==> src/sv/acf_pkg.sv <==
// ---------------------------------------------------------------------------
// Altitude complementary filter package
// Widths, control word layout, microcode program and saturation helper shared
// by the sequencer, the datapath and the top level.
// ---------------------------------------------------------------------------
package acf_pkg;

	// Field widths
	localparam int SAMPLE_W = 32;
	localparam int DT_W     = 16;
	localparam int ALPHA_W  = 16;
	localparam int HZ_W     = 10;
	localparam int CFG_W    = 16;
	localparam int TEMP_W   = 25;	// weight * rate, at most 32768 * 1023
	localparam int MA_W     = 33;	// multiplier operand A, signed
	localparam int MB_W     = TEMP_W + 1;	// multiplier operand B, signed
	localparam int PROD_W   = MA_W + MB_W;
	localparam int ACC_W    = 62;
	localparam int ADDR_W   = 4;

	localparam logic [ALPHA_W-1:0] ONE_Q15        = 16'd32768;
	localparam logic [ALPHA_W-1:0] BLEND_RESET    = 16'd32113;
	localparam logic [HZ_W-1:0]    BARO_HZ_RESET  = 10'd100;
	localparam logic signed [31:0] S32_MAX        = 32'sh7fff_ffff;
	localparam logic signed [31:0] S32_MIN        = 32'sh8000_0000;

	// Configuration register indexes
	typedef enum logic {
		REG_BLEND_WEIGHT = 1'b0,
		REG_BARO_RATE    = 1'b1
	} reg_idx_t;

	// Item kinds
	localparam logic KIND_BARO  = 1'b0;
	localparam logic KIND_ACCEL = 1'b1;

	typedef logic [ADDR_W-1:0] addr_t;

	// Program entry points
	localparam addr_t ADDR_BARO     = 4'd0;
	localparam addr_t ADDR_ACCEL    = 4'd7;
	localparam addr_t ADDR_INIT     = 4'd13;
	localparam addr_t ADDR_DISPATCH = 4'd14;
	localparam addr_t ADDR_FIN      = 4'd15;

	typedef enum logic [2:0] {
		MA_ALT  = 3'd0,
		MA_RATE = 3'd1,
		MA_REL  = 3'd2,
		MA_DIFF = 3'd3,
		MA_SMP  = 3'd4,
		MA_HZ   = 3'd5
	} mula_t;

	typedef enum logic [1:0] {
		MB_ALPHA  = 2'd0,
		MB_WEIGHT = 2'd1,
		MB_TEMP   = 2'd2,
		MB_DT     = 2'd3
	} mulb_t;

	typedef enum logic [2:0] {
		ACC_HOLD   = 3'd0,
		ACC_PROD   = 3'd1,
		ACC_ADD    = 3'd2,
		ACC_RATE16 = 3'd3,
		ACC_ALT16  = 3'd4
	} acc_op_t;

	typedef enum logic [2:0] {
		WB_NONE   = 3'd0,
		WB_TEMP   = 3'd1,
		WB_ALT15  = 3'd2,
		WB_RATE15 = 3'd3,
		WB_ALT16  = 3'd4,
		WB_RATE16 = 3'd5,
		WB_INIT   = 3'd6
	} wb_t;

	typedef enum logic {
		J_NEXT     = 1'b0,
		J_DISPATCH = 1'b1
	} jump_t;

	// One control word of the program
	typedef struct packed {
		mula_t   mul_a;
		mulb_t   mul_b;
		acc_op_t acc_op;
		wb_t     wb;
		jump_t   jump;
		logic    fin;
		addr_t   next;
	} ctl_t;

	// Status the datapath reports for the dispatch jump
	typedef struct packed {
		logic kind;
		logic started;
		logic dt_zero;
	} acf_status_t;

	function automatic ctl_t uword(input mula_t a, input mulb_t b, input acc_op_t op,
			input wb_t wb, input jump_t j, input logic fin, input addr_t nxt);
		ctl_t w;
		w.mul_a  = a;
		w.mul_b  = b;
		w.acc_op = op;
		w.wb     = wb;
		w.jump   = j;
		w.fin    = fin;
		w.next   = nxt;
		return w;
	endfunction

	// Microcode program. The product register is loaded in every step and is
	// consumed by the accumulator one step later.
	function automatic ctl_t ucode_rom(input addr_t pc);
		ctl_t w;
		case (pc)
			// Barometer blend: temp = hz * (1 - alpha), then both blends
			4'd0:  w = uword(MA_HZ,   MB_WEIGHT, ACC_HOLD,   WB_NONE,   J_NEXT, 1'b0, 4'd1);
			4'd1:  w = uword(MA_ALT,  MB_ALPHA,  ACC_HOLD,   WB_TEMP,   J_NEXT, 1'b0, 4'd2);
			4'd2:  w = uword(MA_REL,  MB_WEIGHT, ACC_PROD,   WB_NONE,   J_NEXT, 1'b0, 4'd3);
			4'd3:  w = uword(MA_RATE, MB_ALPHA,  ACC_ADD,    WB_NONE,   J_NEXT, 1'b0, 4'd4);
			4'd4:  w = uword(MA_DIFF, MB_TEMP,   ACC_PROD,   WB_ALT15,  J_NEXT, 1'b0, 4'd5);
			4'd5:  w = uword(MA_DIFF, MB_TEMP,   ACC_ADD,    WB_NONE,   J_NEXT, 1'b0, 4'd6);
			4'd6:  w = uword(MA_DIFF, MB_TEMP,   ACC_HOLD,   WB_RATE15, J_NEXT, 1'b0, ADDR_FIN);
			// Acceleration: integrate climb rate, then altitude
			4'd7:  w = uword(MA_SMP,  MB_DT,     ACC_HOLD,   WB_NONE,   J_NEXT, 1'b0, 4'd8);
			4'd8:  w = uword(MA_SMP,  MB_DT,     ACC_RATE16, WB_NONE,   J_NEXT, 1'b0, 4'd9);
			4'd9:  w = uword(MA_SMP,  MB_DT,     ACC_HOLD,   WB_RATE16, J_NEXT, 1'b0, 4'd10);
			4'd10: w = uword(MA_RATE, MB_DT,     ACC_HOLD,   WB_NONE,   J_NEXT, 1'b0, 4'd11);
			4'd11: w = uword(MA_RATE, MB_DT,     ACC_ALT16,  WB_NONE,   J_NEXT, 1'b0, 4'd12);
			4'd12: w = uword(MA_RATE, MB_DT,     ACC_HOLD,   WB_ALT16,  J_NEXT, 1'b0, ADDR_FIN);
			// First barometer sample
			4'd13: w = uword(MA_ALT,  MB_ALPHA,  ACC_HOLD,   WB_INIT,   J_NEXT, 1'b0, ADDR_FIN);
			// Dispatch on the item kind and the filter status
			4'd14: w = uword(MA_ALT,  MB_ALPHA,  ACC_HOLD,   WB_NONE,   J_DISPATCH, 1'b0,
					ADDR_FIN);
			default: w = uword(MA_ALT, MB_ALPHA, ACC_HOLD,   WB_NONE,   J_NEXT, 1'b1, ADDR_FIN);
		endcase
		return w;
	endfunction

	// Saturate an accumulator value to the signed 32-bit range
	function automatic logic signed [31:0] sat32(input logic signed [ACC_W-1:0] v);
		logic all_ones;
		logic all_zeros;
		all_ones  = &v[ACC_W-1:31];
		all_zeros = ~|v[ACC_W-1:31];
		if (all_ones || all_zeros) begin
			return v[31:0];
		end else if (v[ACC_W-1]) begin
			return S32_MIN;
		end else begin
			return S32_MAX;
		end
	endfunction

endpackage

==> src/sv/acf_sequencer.sv <==
// ---------------------------------------------------------------------------
// Altitude complementary filter sequencer
// Step counter over the microcode program, dispatch jump and handshake control.
// ---------------------------------------------------------------------------
module acf_sequencer import acf_pkg::*; (
	input  logic        clk,
	input  logic        arst_n,
	input  logic        item_fire,
	input  acf_status_t status,
	input  logic        res_busy,
	output ctl_t        ctl,
	output logic        step_en,
	output logic        item_ready,
	output logic        load_result
);

	typedef enum logic [1:0] {
		S_IDLE = 2'b01,
		S_RUN  = 2'b10
	} seq_state_t;

	seq_state_t state_q;
	addr_t      pc_q;
	addr_t      next_pc;

	// Control word of the current step; the final step waits for a free result slot
	always_comb begin
		ctl         = ucode_rom(pc_q);
		step_en     = (state_q == S_RUN) && !(ctl.fin && res_busy);
		load_result = step_en && ctl.fin;
		item_ready  = (state_q == S_IDLE);
	end

	// Next step address, with the multi-way dispatch at the program head
	always_comb begin
		case (ctl.jump)
			J_DISPATCH: begin
				if (status.kind == KIND_BARO) begin
					next_pc = status.started ? ADDR_BARO : ADDR_INIT;
				end else if (status.started && !status.dt_zero) begin
					next_pc = ADDR_ACCEL;
				end else begin
					next_pc = ADDR_FIN;
				end
			end
			default: next_pc = ctl.next;
		endcase
	end

	// Step counter and run state
	always_ff @(posedge clk or negedge arst_n) begin
		if (!arst_n) begin
			state_q <= S_IDLE;
			pc_q    <= ADDR_FIN;
		end else if (item_fire) begin
			state_q <= S_RUN;
			pc_q    <= ADDR_DISPATCH;
		end else if (step_en) begin
			if (ctl.fin) begin
				state_q <= S_IDLE;
				pc_q    <= ADDR_FIN;
			end else begin
				pc_q <= next_pc;
			end
		end
	end

	a_fire_starts: assert property (@(posedge clk) disable iff (!arst_n)
		item_fire |=> (state_q == S_RUN) && (pc_q == ADDR_DISPATCH))
		else $error("accepted transaction did not start the program");

	a_fin_idles: assert property (@(posedge clk) disable iff (!arst_n)
		load_result |=> (state_q == S_IDLE) && (pc_q == ADDR_FIN))
		else $error("sequencer did not return to idle after the final step");

endmodule

==> config.mk <==
export PLATFORM = sky130hd
export DESIGN_NAME = acf_sequencer
export DESIGN_NICKNAME = d
export VERILOG_FILES = /design/src/sv/acf_pkg.sv /design/src/sv/acf_sequencer.sv
export SDC_FILE = /design/constraint.sdc
export NUM_CORES = 1
export LEC_CHECK = 0
export BUFFER_PORTS_ARGS = -buffer_cell sky130_fd_sc_hd__clkbuf_2
export CORE_MARGIN = 4
export CORE_UTILIZATION = 40
export CTS_BUF_LIST = sky130_fd_sc_hd__clkbuf_8
export CTS_CLUSTER_DIAMETER = 100
export DETAILED_ROUTE_END_ITERATION = 8
export MAX_ROUTING_LAYER = met4
export PLACE_DENSITY = 0.7
export SYNTH_ARGS = -nofsm -noshare
export SYNTH_HDL_FRONTEND = slang
export SYNTH_SLANG_ARGS = --single-unit
export TNS_END_PERCENT = 10
==> constraint.sdc <==
create_clock -name clk -period 2.64 [get_ports clk]
set_input_delay 0.396 -clock clk [delete_from_list [all_inputs] [get_ports clk]]
set_output_delay 0.396 -clock clk [all_outputs]
set_load 0.005 [all_outputs]
==> metrics, run 1 <==
Hold WC Path Type=in2reg; die height=slightly below 50 um; Via Count=slightly above 700; Reg-to-Reg End=state_q[1]; DRC Markers=0; Hold Fails Final Rpt=0; setup bufs post-CTS=0; clock root cell=clkbuf_8; # fillers=between 150 and 200; WL/cell=~13 um; nets@finish=approximately 130; arrival time at the worst endpoint=between 1500 and 2000 ps; sw frac=45.7%; leakage=about 0.43 nW; Crit Path Max Fanout=8; DR iter-0 viols=13; Avg Synthesized Cell Area=approximately 7.8 um2; Most Used Layer, Global Route=met2; Synth top area share=between 10% and 20%; DR vias/cell=between 5 and 6; vias in the first global route=637; Post-Route WL=between 1500 and 2000 um; std cell rows=14; CTS Hold Buffers Added=1; Initial Util=about 44%; hold slack=roughly 400 ps; worst vdd ir=0.554 mV; area post-placement=between 800 and 900 um2; reg-to-reg startpoint=pc_q[1]; CTS resizes=0; CTS tree=done; Worst Hold Endpoint=state_q[0]; setup TNS=0 ps; async set-reset flop share out of synthesis=100%; gpl congestion=0.819; R2R setup slack=900 ps; Sink Count=6; Comb pwr share=between 60% and 70%; Post-synth EDFFs=0; Worst Tran Pin Value=~440 ps; Max-cap violations=0; # port buffers=26; Design Area, Final=about 870 um2; top cells by count, synth=nand2_1 (10), a21oi_1 (8), o21ai_0 (7); Critical Path Start Type=flop; final setup vio count=0; top-count cell post-synth=nand2_1; Reg clk slew, reported paths=~40 ps; Core Region=1560 um2; final period utilization=a little over four fifths; Clock Latency Late Sink=between 200 and 250 ps; CTS Buffer Depth=2; met1 usage=21.1%; Synth area leader=dfstp_2; hold depth=2; Seq pwr share=between 20 and 25%; Tot GR Track Use=between 10% and 20%; Final Non-Filler Cells=between 100 and 150; # diodes=0; cell depth of the worst flop-to-flop path=4; dpl cells=roughly 130; RSZ-0062 raised after global routing=false; M3 GR Usage=approximately 5.2%; library cells used by synthesis=34; crit path kind=reg2out; Clk pwr share=around 14%; CP required=around 2200 ps; Max Freq=between 400 and 500 MHz; hold wc startpoint=item_fire; status=finished clean; area grow syn2layout=26.6%; cells after synthesis=a little under 90; Die W=~49 um; GRT overflow=0; Final min period=~2200 ps; overall power=around 0.001 W; Syn Nets=100; Pint=0.000555 W; detailed placement HPWL=between 1000 and 1500 um; Synth area leaders=dfstp_2 (19%), ha_1 (9.1%), a21oi_1 (5.8%); antenna violations before repair=0; Rel. slew slack=a little over two thirds; CTS Buf Count=3; M2 GR Usage=21.7%; clock skew=roughly 8.4 ps; first-pass GRT wire length=approximately 2900 um; die footprint=2440 um2; post-detailed-route count of antenna-violating nets=0; largest net degree at the start of global routing=28; YS warnings=0; Yosys reg bits=6; main flop type after synthesis=dfstp_2; crit end category=output port; Max H-tree Level=1; NetSw=between 0.0004 and 0.0005 W; Pwr Density=between 1000 and 1500 nW/um2; share of the yosys chip area belonging to registers=22.8%; DRT Pass-1 Iters=4; layout cell share with drive strength beyond 1=a little over a third; IO Pins=27; mapped cell area=roughly 690 um2; Max Transition Viols Final=0
power by group through the flow:
stage / sequential, W / clock (W) / combinational, W
floorplan: 0.000171 / 0 / 0.000495
global placement: 0.000229 / 0 / 0.000646
detailed placement: 0.000232 / 0 / 0.000644
CTS: 0.000232 / 0.000147 / 0.000649
global route: 0.000247 / 0.000151 / 0.000721
finish: 0.000234 / 0.000143 / 0.000645
critical path, stage by stage (launching register included):
cell and delay (ps):
dfstp_2 590, inv_1 130, ha_1 290, inv_1 40, mux4_2 440, clkbuf_2 120
sequential cells by signal, indices dropped and copies added, names as in the netlist:
name,cells
pc_q,4
state_q,2
layout make-up:
| class | instances | area [um2] | share of cell area [%] |
|---|---|---|---|
| clock buffer | 3 | 41.3 | 4.76 |
| clock inverter | 1 | 3.75 | 0.432 |
| inverter | 7 | 26.3 | 3.03 |
| multi-input combinational | 69 | 473 | 54.5 |
| sequential | 6 | 156 | 18.0 |
| tap | 16 | 20.0 | 2.31 |
| timing repair buffer | 28 | 148 | 17.0 |
cells by family after synthesis:
logic type                 count (synthesis)  share of synthesized area (%)
muxes                                      2                           4.74
AOI/OAI and AO/OA                         27                           26.3
buffers and inverters                     13                           8.21
DFF                                        6                           22.8
and+or+nand+nor                           35                           28.8
adders and majority gates                  5                           9.12
layout by cell type (no fill, tap or decap), drive strengths merged, types with 2 or more instances in the layout:
cell type	Yosys	routed
nor2b	4	4
nor2	4	4
nand2	10	10
o21bai	2	2
inv	7	8
nand2b	3	3
a21o	2	2
dfstp	5	5
o21ai	7	7
nand3	3	3
a21oi	9	9
nor3	2	2
clkbuf	0	29
ha	5	5
nand3b	3	3
worst max-delay path by stage:
stage / start / end / cells past startpoint / slack (ps)
3_3_place_gp: pc_q[1] / ctl[14] / 5 / 640
4_1_cts: pc_q[1] / ctl[14] / 5 / 400
5_1_grt: pc_q[1] / ctl[14] / 5 / 310
2_1_floorplan: pc_q[1] / ctl[14] / 4 / 840
6_report: pc_q[1] / ctl[14] / 5 / 400
3_5_place_dp: pc_q[1] / ctl[14] / 5 / 640
per-stage QoR:
| step | setup slack [ps] | util, % |
|---|---|---|
| after CTS | 402 | 55.7 |
| final | 396 | 55.7 |
| after floorplan | 836 | - |
| after global routing | 314 | 55.7 |
| after detailed placement | 643 | 52.2 |
| after global placement | 640 | 52.2 |
metal layers:
metal / wire length [um] / vias up
li1: - / 363
met1: 812 / 330
met2: 791 / 24
met3: 97 / 0
met4: 0 / 0
met5: 0 / -
Note: power is estimated with default switching activity, not from simulation.
==> run 2, diff against run 1 <==
Clock period 2.64 ns to 2.3 ns, I/O delays scaled along.
==> run 2 against run 1 <==
  * Clock skew down 2.4 ps
  * Design area up 1.7%
  * Register-to-register slack worse by 350 ps
  * Critical path depth unchanged
  * Non-clock buffer count up 2
  * Utilization up 0.96 points
  * Cell count up 1.5%
  * Global-route usage up 1.1 points
  * Worst setup slack worse by 290 ps
  * Sequential power up 6%
  * Via count up 3.3%
==> metrics, run 2 (same netlist as run 1, synthesis figures left out) <==
RSZ-0062 raised after global routing=false; Initial Util=a little over two fifths; reg-to-reg startpoint=pc_q[0]; Max Transition Viols Final=0; final period utilization=a little over nine tenths; DR iter-0 viols=19; crit end category=output port; Sink Count=6; GRT overflow=0; setup TNS=0 ps; nets@finish=roughly 130; WL/cell=14.4 um; first-pass GRT wire length=between 3000 and 4000 um; hold depth=2; arrival time at the worst endpoint=approximately 1900 ps; most common cell after layout, fill and taps aside=clkbuf_2; Worst Hold Endpoint=state_q[0]; die height=~50 um; post-detailed-route count of antenna-violating nets=0; CTS Buf Count=3; CTS Hold Buffers Added=1; cell depth of the worst flop-to-flop path=5; gpl congestion=between 0.8 and 0.9; CP required=between 1500 and 2000 ps; Max H-tree Level=1; status=finished clean; DRC Markers=0; antenna violations before repair=0; area grow syn2layout=28.8%; Post-Route WL=1900 um; die footprint=roughly 2400 um2; Rel. slew slack=a little over two thirds; metal3 WL=slightly above 90 um; crit path kind=reg2out; leakage=0.437 nW; hold wc startpoint=item_fire; Final min period=between 2000 and 2500 ps; IO Pins=27; M1 WL=882 um; Critical Path Start Type=flop; met2 wire len=about 900 um; biggest regs=pc_q (4), state_q (2); Hold WC Path Type=in2reg; largest net degree at the start of global routing=22; worst vdd ir=0.630 mV; R2R setup slack=approximately 550 ps; Pwr Density=1370 nW/um2; # port buffers=26; clock skew=6.01 ps; Core Region=roughly 1600 um2; Largest register FFs=4; # diodes=0; Biggest register=pc_q; final setup vio count=0; Max Freq=between 400 and 500 MHz; Clock Latency Late Sink=between 200 and 250 ps; Max-cap violations=0; CTS Buffer Depth=2; overall power=approximately 0.0012 W; Reg-to-Reg End=pc_q[0]; DRT Pass-1 Iters=4; commonest non-fill, non-tap cells in the layout=clkbuf_2 (26), nand2_1 (10), a21oi_1 (8); std cell rows=14; CTS tree=done; Die W=just under 50 um; Reg clk slew, reported paths=~40 ps; setup bufs post-CTS=0; Tot GR Track Use=between 15 and 20%; DR vias/cell=roughly 5.6; Hold Fails Final Rpt=0; Worst Tran Pin Value=around 450 ps; CTS resizes=0; layout cell share with drive strength beyond 1=37.1%; max layer used=met3; clock root cell=clkbuf_8; detailed placement HPWL=about 1500 um; vias in the first global route=roughly 700; Via Count=about 740; Crit Path Max Fanout=8
## run 2: stage by stage
| stage | hold slack (ps) | setup slack [ps] | utilization (%) | cells | cell area [um2] |
|---|---|---|---|---|---|
| finish | 358 | 105 | 56.7 | 132 | 883 |
| global route | 350 | 37.6 | 56.7 | 132 | 883 |
| CTS | 344 | 98.5 | 56.7 | 132 | 883 |
| detailed placement | 180 | 337 | 53.1 | 127 | 828 |
| global placement | 181 | 399 | 53.1 | 127 | 828 |
| floorplan | 49.4 | 547 | - | 88 | 686 |
## run 2: per-layer routing
metal / up-vias / track usage, %
li1: 369 / -
met1: 349 / 20.3
met2: 23 / 26.6
met3: 0 / 4.89
met4: 0 / 2.76
met5: - / -
## run 2: where the power goes
part           internal, W  leakage, nW  switching, W  total, W
sequential        0.000169       0.0618     0.0000798  0.000249
combinational     0.000370        0.348      0.000426  0.000796
clock             0.000115       0.0269     0.0000473  0.000162
## run 2: layout make-up
class / count / area, um2
clock buffers: 3 / 41.3
fillers: 150 / 676
well taps: 16 / 20.0
flip-flops and latches: 6 / 156
clock inverters: 1 / 3.75
inverters: 7 / 26.3
repair buffers: 30 / 163
multi-input cells: 69 / 473
## run 2: worst max-delay path by stage
stage / endpoint / startpoint
after floorplan: ctl[14] / pc_q[1]
after global placement: ctl[14] / pc_q[1]
after detailed placement: ctl[14] / pc_q[1]
after CTS: ctl[14] / pc_q[1]
after global routing: ctl[14] / pc_q[1]
final: ctl[14] / pc_q[1]
## run 2: worst max-delay path, stage by stage (launching register included)
cell and delay, ps:
dfstp_2 600, inv_1 120, ha_1 280, inv_1 50, mux4_2 450, clkbuf_2 130
==> run 3, diff against run 2 <==
Settings changed: BUFFER_PORTS_ARGS -buffer_cell sky130_fd_sc_hd__clkbuf_2 to default, DONT_BUFFER_PORTS from default to 1, PLACE_DENSITY 0.7 to 0.56.
==> run 3 against run 2 <==
  * Flip-flop and latch count stayed put
  * Non-clock buffer count is 27 lower
  * Count of clock-buffer cells in the layout unchanged
  * Global-route usage down 1.5 points
  * Die area did not move
  * Routed wire length shrank 11%
  * Clock power is essentially flat
  * Sequential share of layout area grew 3.3 points
  * Total power shrank 13%
==> metrics, run 3 (same netlist as run 1, synthesis figures left out) <==
status=finished clean; Comb pwr share=between 50% and 60%; die footprint=2440 um2; RSZ-0062 raised after global routing=false; area grow syn2layout=8.76%; # fillers=163; Seq pwr share=a little over a quarter; CTS resizes=0; # port buffers=0; CTS Hold Buffers Added=1; Rel. slew slack=between 70 and 80%; antenna violations before repair=0; detailed placement HPWL=1270 um; Sink Count=6; Biggest register=pc_q; Clk pwr share=15.4%; Die W=49.4 um; gpl congestion=roughly 0.82; die height=slightly below 50 um; Critical Path Start Type=flop; CTS tree=done; Max Freq=477 MHz; setup bufs post-CTS=0; FF+latch area=around 160 um2; Final min period=between 2000 and 2500 ps; Crit Path Max Fanout=8; final period utilization=about nine tenths; layout cell share with drive strength beyond 1=about 18%; Clock Latency Late Sink=between 200 and 250 ps; reg-to-reg startpoint=pc_q[0]; Final Core Density=between 40% and 50%; Reg clk slew, reported paths=roughly 40 ps; nets@finish=approximately 100; DRC Markers=0; commonest non-fill, non-tap cells in the layout=nand2_1 (10), a21oi_1 (8), inv_1 (7), o21ai_0 (7); Core Region=about 1600 um2; CTS Buffer Depth=2; DRT Pass-1 Iters=4; worst vdd ir=0.491 mV; CTS Buf Count=3; Setup crit start=pc_q[1]; DR iter-0 viols=8; Initial Util=44.0%; largest net degree at the start of global routing=29; post-detailed-route count of antenna-violating nets=0; sw frac=47.8%; std cell rows=14; dpl cells=100; multi-input logic area=roughly 470 um2; IO Pins=27; crit end category=output port; DR vias/cell=between 5 and 6; setup TNS=0 ps; Via Count=614; GRT overflow=0; hold slack=141 ps; CP required=1960 ps; Hold WC Path Type=in2reg; Pint=~0.00055 W; Final Non-Filler Cells=between 100 and 150; leakage=between 0.3 and 0.4 nW; vias in the first global route=about 570; Hold Fails Final Rpt=0; Max Transition Viols Final=0; overall power=between 0.001 and 0.0015 W; final setup vio count=0; Tot GR Track Use=roughly 15%; first-pass GRT wire length=approximately 2800 um; # diodes=0; Max-cap violations=0; most common cell after layout, fill and taps aside=nand2_1; Largest register FFs=4; biggest regs=pc_q (4), state_q (2); Post-Route WL=1690 um; Worst Tran Pin Value=445 ps; WL/cell=about 16 um; arrival time at the worst endpoint=~1800 ps; NetSw=roughly 0.0005 W; hold wc startpoint=item_fire; crit path kind=reg2out; Max H-tree Level=1; clock root cell=clkbuf_8; clock skew=~5.0 ps; Pwr Density=1410 nW/um2
## run 3: changes by cell type in the layout (fill, tap and decap cells not counted)
cell / change
buf_4: -1
clkbuf_2: -26
## run 3: metrics by stage
stage,area [um2],worst slack (ps)
floorplan,686,547
global placement,691,470
detailed placement,691,447
CTS,746,197
global route,746,126
finish,746,205
## run 3: power by group through the flow
stage               sequential, W  combinational, W  clock (W)
global route             0.000295          0.000676   0.000181
global placement         0.000276          0.000613          0
detailed placement       0.000282          0.000609          0
CTS                      0.000281          0.000616   0.000166
finish                   0.000281          0.000611   0.000162
floorplan                0.000196          0.000568          0
## run 3: area by class of cell
class,count,area share (%)
Multi-Input combinational cell,69,63.4
Clock buffer,3,5.54
Tap cell,16,2.68
Inverter,7,3.52
Clock inverter,1,0.503
Timing Repair Buffer,3,3.36
Sequential cell,6,21.0
## run 3: worst max-delay path, stage by stage (launching register included)
cell     delay [ps]
dfstp_2         600
inv_1           120
ha_1            290
inv_1            40
mux4_2          470
## run 3: per-layer routing
metal | share of wire [%] | track usage (%) | up-vias
met1 | 49 | 19.6 | 273
met4 | 0.47 | 2.76 | 0
li1 | - | - | 315
met2 | 43 | 21.2 | 23
met3 | 7.9 | 6.42 | 3
met5 | 0 | - | -
## run 3: final timing paths
kind                       slack, ps         end  depth (start not counted)
hold reg to reg                  490  state_q[0]                          2
max in group asynchronous       1600     pc_q[2]                          1
hold / removal                   140     pc_q[0]                          1
setup / recovery                 200     ctl[14]                          4
setup reg to reg                 580     pc_q[0]                          5
min in group asynchronous        430  state_q[1]                          1
